<file path="src/rtl/sem_pkg.sv">
// ----------------------------------------------------------------------------
// sem_pkg
// shared types, constants and the sobel magnitude function of the edge map
// ----------------------------------------------------------------------------
package sem_pkg;

    localparam int PIX_W  = 8;
    localparam int DIM_W  = 11;
    localparam int CNT_W  = 10;
    localparam int MAG_W  = 11;
    localparam int SEM_MAX_WIDTH = 1024;
    localparam int HEIGHT_LIMIT  = 1024;
    localparam int WIDTH_CAP     = 1024;

    localparam logic [DIM_W-1:0] WIDTH_RESET     = 11'd640;
    localparam logic [DIM_W-1:0] HEIGHT_RESET    = 11'd480;
    localparam logic [DIM_W-1:0] THRESHOLD_RESET = 11'd128;
    localparam logic [DIM_W-1:0] DIM_MIN         = 11'd2;

    typedef enum logic [1:0] {
        REG_FRAME_WIDTH    = 2'd0,
        REG_FRAME_HEIGHT   = 2'd1,
        REG_EDGE_THRESHOLD = 2'd2
    } sem_reg_t;

    // which neighbor of the incoming pixel a result is centered on
    typedef enum logic [1:0] {
        KIND_UP_LEFT = 2'd0,
        KIND_UP      = 2'd1,
        KIND_LEFT    = 2'd2,
        KIND_HERE    = 2'd3
    } sem_kind_t;

    typedef struct packed {
        logic [PIX_W-1:0] pixel;
    } sem_pixel_t;

    typedef struct packed {
        logic             edge_res;
        logic [MAG_W-1:0] magnitude;
        logic [CNT_W-1:0] out_row;
        logic [CNT_W-1:0] out_col;
        logic             frame_done;
    } sem_result_t;

    // pixel plus its column from both line buffers
    typedef struct packed {
        logic [PIX_W-1:0] pixel;
        logic [PIX_W-1:0] older;
        logic [PIX_W-1:0] newer;
        logic [CNT_W-1:0] row;
        logic [CNT_W-1:0] col;
        logic             last_col;
        logic             last_row;
    } sem_item_t;

    typedef struct packed {
        logic cr2;
        logic cc2;
        logic top;
        logic bot;
        logic left;
        logic right;
    } sem_border_t;

    typedef logic [2:0][2:0][PIX_W-1:0] sem_window_t;

    function automatic logic [MAG_W-1:0] sobel_mag(input sem_window_t win,
                                                   input sem_border_t bd);
        logic signed [11:0] tp [3][3];
        logic signed [11:0] h [3];
        logic signed [11:0] s [3];
        logic signed [11:0] gx;
        logic signed [11:0] gy;
        logic signed [11:0] ax;
        logic signed [11:0] ay;
        logic signed [11:0] mag;
        logic [1:0] rc;
        logic [1:0] cc;
        logic [1:0] ri;
        logic [1:0] ci;
        rc = bd.cr2 ? 2'd2 : 2'd1;
        cc = bd.cc2 ? 2'd2 : 2'd1;
        for (int dr = 0; dr < 3; dr++)
        begin
            if (dr == 0)
                ri = bd.top ? rc : rc - 2'd1;
            else if (dr == 1)
                ri = rc;
            else
                ri = (bd.bot || rc == 2'd2) ? rc : rc + 2'd1;
            for (int dc = 0; dc < 3; dc++)
            begin
                if (dc == 0)
                    ci = bd.left ? cc : cc - 2'd1;
                else if (dc == 1)
                    ci = cc;
                else
                    ci = (bd.right || cc == 2'd2) ? cc : cc + 2'd1;
                tp[dr][dc] = signed'({4'b0000, win[ri][ci]});
            end
        end
        for (int v = 0; v < 3; v++)
        begin
            h[v] = tp[v][2] - tp[v][0];
            s[v] = tp[v][0] + (tp[v][1] <<< 1) + tp[v][2];
        end
        gx  = h[0] + (h[1] <<< 1) + h[2];
        gy  = s[2] - s[0];
        ax  = (gx < 0) ? -gx : gx;
        ay  = (gy < 0) ? -gy : gy;
        mag = ax + ay;
        return mag[MAG_W-1:0];
    endfunction

endpackage

</file>
<file path="src/rtl/sem_stream_if.sv">
// ----------------------------------------------------------------------------
// sem_stream_if
// valid/ready stream channel with a typed payload
// ----------------------------------------------------------------------------
interface sem_stream_if #(parameter type payload_t = logic);

    logic     valid;
    logic     ready;
    payload_t data;

    modport source (output valid, output data, input ready);
    modport sink   (input valid, input data, output ready);

endinterface

</file>
<file path="src/rtl/sem_emit.sv">
// ----------------------------------------------------------------------------
// sem_emit
// 3x3 window, pending result mask and the registered sobel result output
// ----------------------------------------------------------------------------
module sem_emit import sem_pkg::*; (
    input  logic             clk,
    input  logic             rst_n,
    input  logic             item_valid,
    output logic             item_ready,
    input  sem_item_t        item,
    input  logic [DIM_W-1:0] threshold,
    sem_stream_if.source     results
);

    sem_window_t      window_reg;
    logic [3:0]       mask_reg;
    logic [CNT_W-1:0] job_row_reg;
    logic [CNT_W-1:0] job_col_reg;
    logic             out_valid_reg;
    sem_result_t      out_reg;

    logic [3:0]       mask_next;
    logic [3:0]       pick;
    logic [3:0]       rest;
    logic             out_load;
    logic             emit;
    logic             take;
    sem_kind_t        kind;
    sem_border_t      bd;
    logic [CNT_W-1:0] res_row;
    logic [CNT_W-1:0] res_col;
    logic             res_done;
    logic [MAG_W-1:0] mag;
    logic             r0;
    logic             r1;
    logic             c0;
    logic             c1;

    assign pick     = mask_reg & (~mask_reg + 4'd1);
    assign rest     = mask_reg & ~pick;
    assign out_load = !out_valid_reg || results.ready;
    assign emit     = (mask_reg != 4'd0) && out_load;
    // next item may enter once the last pending result goes out
    assign item_ready = (rest == 4'd0) && ((mask_reg == 4'd0) || out_load);
    assign take       = item_valid && item_ready;

    always_comb
    begin
        mask_next[0] = (item.row != '0) && (item.col != '0);
        mask_next[1] = (item.row != '0) && item.last_col;
        mask_next[2] = item.last_row && (item.col != '0);
        mask_next[3] = item.last_row && item.last_col;
    end

    always_comb
    begin
        case (pick)
            4'b0001: kind = KIND_UP_LEFT;
            4'b0010: kind = KIND_UP;
            4'b0100: kind = KIND_LEFT;
            default: kind = KIND_HERE;
        endcase
    end

    assign r0 = (job_row_reg == 10'd0);
    assign r1 = (job_row_reg == 10'd1);
    assign c0 = (job_col_reg == 10'd0);
    assign c1 = (job_col_reg == 10'd1);

    always_comb
    begin
        bd       = '0;
        res_row  = job_row_reg;
        res_col  = job_col_reg;
        res_done = 1'b0;
        case (kind)
            KIND_UP_LEFT:
            begin
                bd.top  = r1;
                bd.left = c1;
                res_row = job_row_reg - 10'd1;
                res_col = job_col_reg - 10'd1;
            end
            KIND_UP:
            begin
                bd.cc2   = 1'b1;
                bd.top   = r1;
                bd.left  = c0;
                bd.right = 1'b1;
                res_row  = job_row_reg - 10'd1;
            end
            KIND_LEFT:
            begin
                bd.cr2  = 1'b1;
                bd.top  = r0;
                bd.bot  = 1'b1;
                bd.left = c1;
                res_col = job_col_reg - 10'd1;
            end
            KIND_HERE:
            begin
                bd.cr2   = 1'b1;
                bd.cc2   = 1'b1;
                bd.top   = r0;
                bd.bot   = 1'b1;
                bd.left  = c0;
                bd.right = 1'b1;
                res_done = 1'b1;
            end
            default:
            begin
                bd = '0;
            end
        endcase
    end

    assign mag = sobel_mag(window_reg, bd);

    always_ff @(posedge clk or negedge rst_n)
    begin
        if (!rst_n)
        begin
            window_reg    <= '0;
            mask_reg      <= '0;
            out_valid_reg <= 1'b0;
        end
        else
        begin
            if (take)
            begin
                for (int r = 0; r < 3; r++)
                begin
                    window_reg[r][0] <= window_reg[r][1];
                    window_reg[r][1] <= window_reg[r][2];
                end
                window_reg[0][2] <= item.older;
                window_reg[1][2] <= item.newer;
                window_reg[2][2] <= item.pixel;
                mask_reg         <= mask_next;
            end
            else if (emit)
            begin
                mask_reg <= rest;
            end

            if (emit)
                out_valid_reg <= 1'b1;
            else if (results.ready)
                out_valid_reg <= 1'b0;
        end
    end

    always_ff @(posedge clk)
    begin
        if (take)
        begin
            job_row_reg <= item.row;
            job_col_reg <= item.col;
        end
        if (emit)
        begin
            out_reg.edge_res   <= (mag > threshold);
            out_reg.magnitude  <= mag;
            out_reg.out_row    <= res_row;
            out_reg.out_col    <= res_col;
            out_reg.frame_done <= res_done;
        end
    end

    assign results.valid = out_valid_reg;
    assign results.data  = out_reg;

endmodule

</file>
<file path="src/flat_wrapper.sv">
// flat-port wrapper written by rule: the top's interface ports become plain ports
module sem_emit_flat import sem_pkg::*;
  (clk, rst_n, item_valid, item_ready, item, threshold, results_valid, results_data, results_ready);
  sem_stream_if results_i ();
  input  logic clk;
  input  logic rst_n;
  input  logic item_valid;
  output logic item_ready;
  input  sem_item_t item;
  input  logic [DIM_W-1:0] threshold;
  output wire logic [$bits(results_i.valid)-1:0] results_valid;
  output wire logic [$bits(results_i.data)-1:0] results_data;
  input wire logic [$bits(results_i.ready)-1:0] results_ready;
  assign results_valid = results_i.valid;
  assign results_data = results_i.data;
  assign results_i.ready = results_ready;
  sem_emit u_core (.clk(clk), .rst_n(rst_n), .item_valid(item_valid), .item_ready(item_ready), .item(item), .threshold(threshold), .results(results_i));
endmodule
</file>
<file path="config.mk">
export PLATFORM = sky130hd
export DESIGN_NAME = sem_emit_flat
export DESIGN_NICKNAME = d
export VERILOG_FILES = /design/src/rtl/sem_pkg.sv /design/src/rtl/sem_stream_if.sv /design/src/rtl/sem_emit.sv /design/src/flat_wrapper.sv
export SDC_FILE = /design/constraint.sdc
export NUM_CORES = 1
export LEC_CHECK = 0
export BUFFER_PORTS_ARGS = -buffer_cell sky130_fd_sc_hd__buf_2
export CAP_MARGIN = 10
export CORE_MARGIN = 10
export CORE_UTILIZATION = 27
export DETAILED_ROUTE_END_ITERATION = 8
export HOLD_SLACK_MARGIN = 0.08
export PLACE_DENSITY = 0.81
export SETUP_SLACK_MARGIN = 0.15
export SYNTH_ARGS = -nofsm -noshare
export SYNTH_HDL_FRONTEND = slang
export SYNTH_SLANG_ARGS = --single-unit
export TNS_END_PERCENT = 100
</file>
<file path="constraint.sdc">
create_clock -name clk -period 4.08 [get_ports clk]
set_clock_uncertainty 0.05 [all_clocks]
set_input_delay 1.224 -clock clk [delete_from_list [all_inputs] [get_ports clk]]
set_output_delay 1.224 -clock clk [all_outputs]
set_load 0.005 [all_outputs]
</file>
==> impl_results.md, run 1 <==
- Status: finished, final reports clean
- Area occupied by multi-input gates: 205.2 sq um
- CTS Buf Count: 3
- Met3 wire length: 86 um
- Final hold vios: 0
- Post-synthesis sequential area ratio: 42.61%
- PnR worst setup slack: 0.6649 ns
- Fraction of layout cells with a size suffix above 1: 53.73%
- Peak supply drop: 181.3 uV
- Drt wl/cell: 14.02 um
- Core area: 1285 sq um
- Met1 wire length: 387 um
- Critical Path RT: 2.81 ns
- Remaining DRCs: 0
- Port Buffers: 28
- Clock power frac: 19.0%
- IO Pins: 64
- CP startpoint kind: input pin
- Final period util: 83.70%
- Cell Rows: 13
- CP Class: in2out
- Fin. max-slew vios: 0
- Antenna violations before repair: 0
- Synth Area per Inst: 10.40 sq um
- Syn Std Cell Area: 364.1 sq um
- Post-synth top area share: 34.36%
- Setup crit end kind: output port
- Switch share: 38.29%
- Min-Delay Path Class: reg2reg
- Worst-Margin Slew: 0.2887 ns
- Post-CTS setup buffer count: 0
- Filler Cells Inserted: 128
- Max Cap Viol: 0
- CP cell instances: buf_2, nor2b_4, maj3_2, o31ai_4, buf_2
- Post-CTS Resized: 0
- GRT Resource Usage Total: 7.806%
- Final wirelength: 1150 um
- Arr. time, crit path: 2.14 ns
- Synth area leaders: dfrtp_1 34%, a41o_1 8.2%, edfxtp_1 8.2%
- Seq. cell area: 155.1 sq um
- Longest Clk Path Bufs: 2
- Hold_buf cts: 0
- Die ar.: 3217 sq um
- First-pass GRT wire length: 1973 um
- Gp weighted congestion: 0.7561
- Final ANT Viol Nets: 0
- Number of global-route vias before repair: 479
- Sequential share of power: 35.9%
- Psw: 127.7 uW
- Largest net degree at the start of global routing: 7
- Die Ht: 56.72 um
- Setup violations, final: 0
- Via count: 417
- Global route overflow: 0
- Reg clk slew, reported paths: 0.05 ns
- RSZ-0062 raised after global routing: no
- Die X: 56.72 um
- Max incr delay on CP: 0.32 ns
- Setup TNS Final: 0 ns
- Commonest non-fill, non-tap cell in the layout: buf_2
- Internal: 205.8 uW
- Post-Synthesis Cells: 35
- CP most frequent cell: buf_2
- H-Tree Level Count: 1
- Nets@finish: 129
- Max reg flops: 4
- Via density: 5.085
- Worst-Skew Late Latency: 0.26 ns
- Top routing layer used: met4
- #FFs+latches synth: 6
- Critical Path Fanout Max: 5
- Slowest cell on crit path: maj3_2
- PD cells: 607.1 nW/um^2
- Hold WS: 0.5460 ns
- Setup WS pre-CTS: 0.6568 ns
- Clk root buf: clkbuf_4
- Syn nets: 96
- Layout area overhead: 50.86%
- Post-layout min period: 3.415 ns
- Sink Count: 6
- Comb power frac: 45.1%
- DR pass1 iterations: 4
- Initial Utilization: 28.33%
- Worst slew margin: 80.60%
- Initial detailed-routing violation count: 5
- Largest area contributor in the netlist: dfrtp_1
- Commonest non-fill, non-tap cells in the layout: 28 x buf_2, 7 x nor2_1, 5 x dfrtp_1, 4 x nor4_1
- Leakage dissipation: 0.0002782 uW
- Number of diodes: 0
- CTS tree: built
- Synthesis Warnings: 0
- Met2 WL: 652 um
- Buf/Inv on CP: 2
- Top delay family on crit path: adder cells
- Number of distinct library cells after synthesis: 17
- Fmax: 0.2928 GHz
[layout make-up]
class | count | share of cell area, %
clock buffers | 4 | 4.784
inverters | 1 | 0.6834
multi-input cells | 28 | 37.36
flip-flops and latches | 6 | 28.25
well taps | 15 | 3.417
repair buffers | 28 | 25.51
[cells in the mapped netlist]
library cell,number
nor2_1,7
dfrtp_1,5
nor4_1,4
a41o_1,3
nand3_1,3
a21boi_0,2
a21oi_1,1
a32o_1,1
and2_1,1
edfxtp_1,1
inv_1,1
maj3_2,1
nor2b_4,1
nor3_1,1
o211ai_2,1
o31ai_4,1
or2b_2,1
[power groups by stage]
stage	logic (uW)	clock network [uW]	registers [uW]
after floorplan	102	0	117
after global placement	146	0	118
after detailed placement	152	0	120
after CTS	154	64.8	119
after global routing	167	68.3	125
final	150	63.4	120
[per-layer routing]
metal,GRT usage (%),up-vias
met3,4.045,4
met5,0,-
met4,7.216,0
li1,-,202
met2,13.17,18
met1,6.404,193
[worst register-to-register path, stage by stage (launching register included)]
cell and delay (ns):
dfrtp_1 0.37, nor2b_4 0.14, maj3_2 0.32, o31ai_4 0.26
a41o_1 0.21
[path summary, 6_finish.rpt]
check / to / startpoint / slack [ns] / cells after the start
worst max-delay path: item_ready / results_ready / 0.66 / 5
worst min-delay path: u_core.results.valid / u_core.mask_reg[1] / 0.55 / 2
worst max register to register: u_core.mask_reg[2] / u_core.results.valid / 2.66 / 4
worst min register to register: u_core.results.valid / u_core.mask_reg[1] / 0.55 / 2
max in group asynchronous: u_core.mask_reg[3] / rst_n / 3.12 / 1
min in group asynchronous: u_core.mask_reg[1] / rst_n / 0.71 / 1
[per-stage QoR]
step	instances	area, sq um	utilization [%]	power [uW]
2_1_floorplan	35	364.1	-	219.3
3_5_place_dp	78	523.0	40.70	272.2
3_3_place_gp	78	523.0	40.70	264.4
6_report	82	549.3	42.75	333.5
4_1_cts	82	549.3	42.75	337.7
5_1_grt	82	549.3	42.75	360.5
[cells by family (layout without fill, tap and decap cells)]
family | after synthesis | in the layout | share of synthesized area [%]
compound gates | 9 | 9 | 25.77
fa+ha+maj | 1 | 1 | 3.093
buf+inv | 1 | 33 | 1.030
flops | 6 | 6 | 42.61
simple gates | 18 | 18 | 27.49
Note: power is estimated with default switching activity, not from simulation.
==> inputs of run 2 (changes only) <==
- CORE_UTILIZATION: 27 -> 25
- PLACE_DENSITY: 0.81 -> 0.76
- clock period: 4.08 -> 3.2 ns (I/O delays scaled with it)
==> run 2 against run 1 <==
Effect of this change:
- first-iteration DRC count rose by 20%
- global-route usage fell by 1.0 points
- setup slack got worse by 0.34 ns
- combinational power rose by 25%
- largest power group unchanged
- critical path depth did not move
- cell area did not move
- non-clock buffer count did not move
- die area rose by 5.1%
- largest cell class unchanged
==> impl_results.md, run 2 (synthesized netlist as in run 1, its figures left out) <==
- GRT Resource Usage Total: 6.808%
- Hold_buf cts: 0
- Final period util: 89.86%
- PD cells: 760.6 nW/um^2
- Critical Path RT: 2.19 ns
- CP most frequent cell: buf_2
- RSZ-0062 raised after global routing: no
- CP startpoint kind: input pin
- Leakage dissipation: 0.0002782 uW
- Setup violations, final: 0
- Cell Rows: 13
- CTS Buf Count: 3
- Final hold vios: 0
- Critical Path Fanout Max: 5
- Worst-Skew Late Latency: 0.25 ns
- Buf/Inv on CP: 2
- Number of diodes: 0
- Commonest non-fill, non-tap cells in the layout: 28 x buf_2, 7 x nor2_1, 5 x dfrtp_1, 4 x nor4_1
- Final ANT Viol Nets: 0
- Clk root buf: clkbuf_4
- Largest net degree at the start of global routing: 7
- Fraction of layout cells with a size suffix above 1: 53.73%
- Max Cap Viol: 0
- Die X: 58.16 um
- Nets@finish: 129
- Setup TNS Final: 0 ns
- Die Ht: 58.16 um
- Min-Delay Path Class: in2async
- Via density: 4.854
- Design Area, Final: 549.3 sq um
- Final wirelength: 1097 um
- Area after DPL: 523.0 sq um
- Hold WS: 0.4577 ns
- Core area: 1334 sq um
- Fin. max-slew vios: 0
- Status: finished, final reports clean
- Commonest non-fill, non-tap cell in the layout: buf_2
- CP cell instances: buf_2, nor2b_4, maj3_2, o31ai_4, buf_2
- Drt wl/cell: 13.38 um
- Sink Count: 6
- Longest Clk Path Bufs: 2
- Post-layout min period: 2.876 ns
- Gp weighted congestion: 0.7434
- Worst-Margin Slew: 0.2668 ns
- Worst slew margin: 82.22%
- Total power: 417.8 uW
- Fin util: 41.18%
- Initial Utilization: 27.30%
- DR pass1 iterations: 2
- Max incr delay on CP: 0.32 ns
- Peak supply drop: 236.6 uV
- Fmax: 0.3478 GHz
- Post-CTS Resized: 0
- Top delay family on crit path: adder cells
- Via count: 398
- Reg clk slew, reported paths: 0.05 ns
- Arr. time, crit path: 1.87 ns
- Initial detailed-routing violation count: 6
- Slowest cell on crit path: maj3_2
- Die ar.: 3383 sq um
- Global route overflow: 0
- CP Class: in2out
- Remaining DRCs: 0
- H-Tree Level Count: 1
- First-pass GRT wire length: 1821 um
- Antenna violations before repair: 0
- Setup crit end kind: output port
- Port Buffers: 28
- Dpl hpwl: 1002 um
- IO Pins: 64
- Layout area overhead: 50.86%
- Max reg flops: 4
- CTS tree: built
- Post-CTS setup buffer count: 0
- Number of global-route vias before repair: 452
-- run 2: cell counts in the layout (fill, tap and decap cells not counted) --
No cell type changed its count.
-- run 2: through the flow --
stage | setup WS, ns | cells
2_1_floorplan | 0.6431 | 35
3_3_place_gp | 0.3251 | 78
3_5_place_dp | 0.3174 | 78
4_1_cts | 0.3162 | 82
5_1_grt | 0.2631 | 82
6_report | 0.3244 | 82
-- run 2: cell type report --
| type | instances | area, sq um |
|---|---|---|
| fillers | 143 | 784.5 |
| multi-input cells | 28 | 205.2 |
| flip-flops and latches | 6 | 155.1 |
| repair buffers | 28 | 140.1 |
| clock buffers | 4 | 26.28 |
| well taps | 15 | 18.77 |
| inverters | 1 | 3.754 |
-- run 2: power by group --
group,internal (uW),switching [uW]
clock,47.3,29.4
combinational,98.9,88.5
sequential,116,37.7
total,262,156
-- run 2: path summary, 6_finish.rpt --
kind / start / end / slack, ns / cells after the start
max: results_ready / item_ready / 0.32 / 5
min: rst_n / u_core.mask_reg[0] / 0.46 / 1
max reg2reg: u_core.results.valid / u_core.mask_reg[2] / 1.76 / 4
min reg2reg: u_core.mask_reg[1] / u_core.results.valid / 0.52 / 2
max in group asynchronous: rst_n / u_core.mask_reg[3] / 2.50 / 1
min in group clk: u_core.mask_reg[1] / u_core.results.valid / 0.52 / 2
-- run 2: layer usage --
metal / wire length (um) / track usage, %
met5: 0 / 0
met2: 626 / 13.19
met1: 367 / 5.276
met4: 0 / 1.007
met3: 103 / 5.229
==> inputs of run 3 (changes only) <==
- ABC_AREA: not set -> 1
- CORE_UTILIZATION: 25 -> 28
- PLACE_DENSITY: 0.76 -> 0.77
==> run 3 against run 2 <==
Effect of this change:
- total power is 14% higher
- synthesized cell count is 66% higher
- maximum frequency is 12% higher
- global-route usage is 0.52 points higher
- sequential power is 3% lower
- worst hold slack better by 0.014 ns
==> impl_results.md, run 3 <==
- Reg2reg start: u_core.mask_reg[0]
- Worst Setup EP: item_ready
- Post-layout min period: 2.562 ns
- Setup TNS Final: 0 ns
- Simple-Gate Fraction of Synth Area: 54.89%
- Commonest non-fill, non-tap cell in the layout: buf_2
- Antenna violations before repair: 0
- R2R depth: 8
- Synthesis Warnings: 0
- GRT Resource Usage Total: 7.323%
- Worst slew margin: 83.85%
- Arr. time, crit path: 1.55 ns
- Met2 WL: 588 um
- Synth area leaders: dfrtp_1 29%, nand2_1 10%, nor2_1 8.6%
- Max incr delay on CP: 0.13 ns
- Synth Area per Inst: 7.507 sq um
- Remaining DRCs: 0
- Fin. max-slew vios: 0
- Top routing layer used: met3
- Fraction of layout cells with a size suffix above 1: 47.78%
- CP startpoint kind: input pin
- Peak supply drop: 328.0 uV
- Ys flop type: dfrtp_1
- Longest Clk Path Bufs: 2
- R2r setup slk: 1.92 ns
- Fmax: 0.3903 GHz
- Largest area contributor in the netlist: dfrtp_1
- CP startpoint: results_ready
- Min-Delay Path Class: in2async
- CTS Buf Count: 3
- IO Pins: 64
- Hold_buf cts: 0
- Die X: 59.44 um
- Final period util: 80.06%
- Port Buffers: 28
- Design Area, Final: 621.8 sq um
- Met1 wire length: 413 um
- Number of global-route vias before repair: 496
- Status: finished, final reports clean
- Buf/Inv on CP: 3
- #FFs+latches synth: 6
- Nets@finish: 152
- Setup violations, final: 0
- Post-Synthesis Cells: 58
- Gp weighted congestion: 0.6859
- Largest net degree at the start of global routing: 7
- Cell Rows: 14
- Top delay family on crit path: buffers and inverters
- Dpl hpwl: 1061 um
- Max Cap Viol: 0
- Via count: 472
- Critical Path Fanout Max: 2
- Initial detailed-routing violation count: 5
- Post-synth top area share: 28.74%
- Die ar.: 3533 sq um
- Count leader, synth: nand2_1
- First-pass GRT wire length: 1973 um
- Area after DPL: 595.6 sq um
- Post-synth EDFFs: 1
- Async SR Flop Fraction: 83.33%
- Worst-Margin Slew: 0.2400 ns
- Post-CTS Resized: 0
- Reg clk slew, reported paths: 0.05 ns
- Met3 wire length: 148 um
- CTS tree: built
- Final wirelength: 1151 um
- Commonest non-fill, non-tap cells in the layout: 28 x buf_2, 12 x nand2_1, 10 x nor2_1, 7 x inv_1, 7 x nand3_1
- Critical Path RT: 2.19 ns
- Commonest cells in the synthesized netlist: 12 x nand2_1, 10 x nor2_1, 7 x inv_1, 7 x nand3_1, 5 x dfrtp_1
- Clk root buf: clkbuf_4
- Final hold vios: 0
- Post-Synth Adder-Cell Area: 0%
- Compound-gate portion of the synthesized area: 1.724%
- DR pass1 iterations: 2
- Worst-Skew Late Latency: 0.24 ns
- XOR/XNOR Fraction of Synth Area: 0%
- Syn Std Cell Area: 435.4 sq um
- Drt wl/cell: 10.86 um
- Critical Path Stages: 6
- Reg2reg end: u_core.mask_reg[3]
- Post-synthesis sequential area ratio: 35.63%
- Syn nets: 119
- Main combinational cell family by area after synthesis: simple AND/OR/NAND/NOR gates
- Via density: 4.453
- Setup crit end kind: output port
- H-Tree Level Count: 1
- Global route overflow: 0
- Max reg flops: 4
- Post-CTS setup buffer count: 0
- Sink Count: 6
- CP most frequent cell: buf_2
- Die Ht: 59.44 um
- Core area: 1489 sq um
- Initial Utilization: 29.24%
- Slowest cell on crit path: nor2_4
- Multiplexer share of the synthesized area: 0%
- RSZ-0062 raised after global routing: no
- CP cell instances: buf_2, nor2_4, nand2_4, nand3_1, clkinv_1, buf_2
- Number of distinct library cells after synthesis: 15
- PD cells: 763.0 nW/um^2
- Hold WS: 0.4714 ns
- Final ANT Viol Nets: 0
- Leakage dissipation: 0.0003471 uW
- Number of diodes: 0
- Layout area overhead: 42.82%
- CP Class: in2out
run 3: cell types whose count changed in the layout (fill, tap and decap cells not counted), sizes merged, moves of 2 or more:
cell / previous run / this run
nand2: 0 / 17
a21boi: 2 / 0
nor4: 4 / 2
a41o: 3 / 0
nor2: 7 / 15
inv: 1 / 8
nand3: 3 / 7
run 3: kinds of logic after synthesis:
family	count (synthesis)
and+or+nand+nor	42
buffers and inverters	9
DFF	6
AOI/OAI and AO/OA	1
run 3: per-stage QoR:
step                      power [uW]  std cells  setup WS [ns]  utilization (%)
after floorplan                335.7         58         0.8975                -
after global placement         399.4        102         0.6334            40.00
after detailed placement       408.0        102         0.6296            40.00
after CTS                      486.2        106         0.6265            41.76
after global routing           529.6        106         0.6034            41.76
final                          474.5        106         0.6382            41.76
run 3: area by class of cell:
| type | instances | area (sq um) |
|---|---|---|
| sequential | 6 | 155.1 |
| fill | 184 | 867.1 |
| tap | 16 | 20.02 |
| inverter | 9 | 33.78 |
| multi-input combinational | 43 | 246.5 |
| timing repair buffer | 28 | 140.1 |
| clock buffer | 4 | 26.28 |
run 3: layer usage:
| layer | vias to the layer above | GRT usage (%) |
|---|---|---|
| li1 | 246 | - |
| met1 | 207 | 6.522 |
| met2 | 19 | 11.89 |
| met3 | 0 | 6.652 |
| met4 | 0 | 1.967 |
| met5 | - | 0 |
run 3: worst min path at each step:
stage,to,cells after the start
floorplan,u_core.mask_reg[2],2
global placement,u_core.mask_reg[2],2
detailed placement,u_core.mask_reg[2],2
CTS,u_core.results.valid,1
global route,u_core.results.valid,1
finish,u_core.results.valid,1
run 3: worst register-to-register path: cells and delay by family (launching register included):
family	cells	cell delay, ns
AND/OR/NAND/NOR	8	0.69
flip-flops	1	0.43
run 3: report_power, final:
| group | switching, uW | internal, uW |
|---|---|---|
| logic | 149 | 102 |
| registers | 32.2 | 117 |
| clock network | 26.4 | 47.2 |
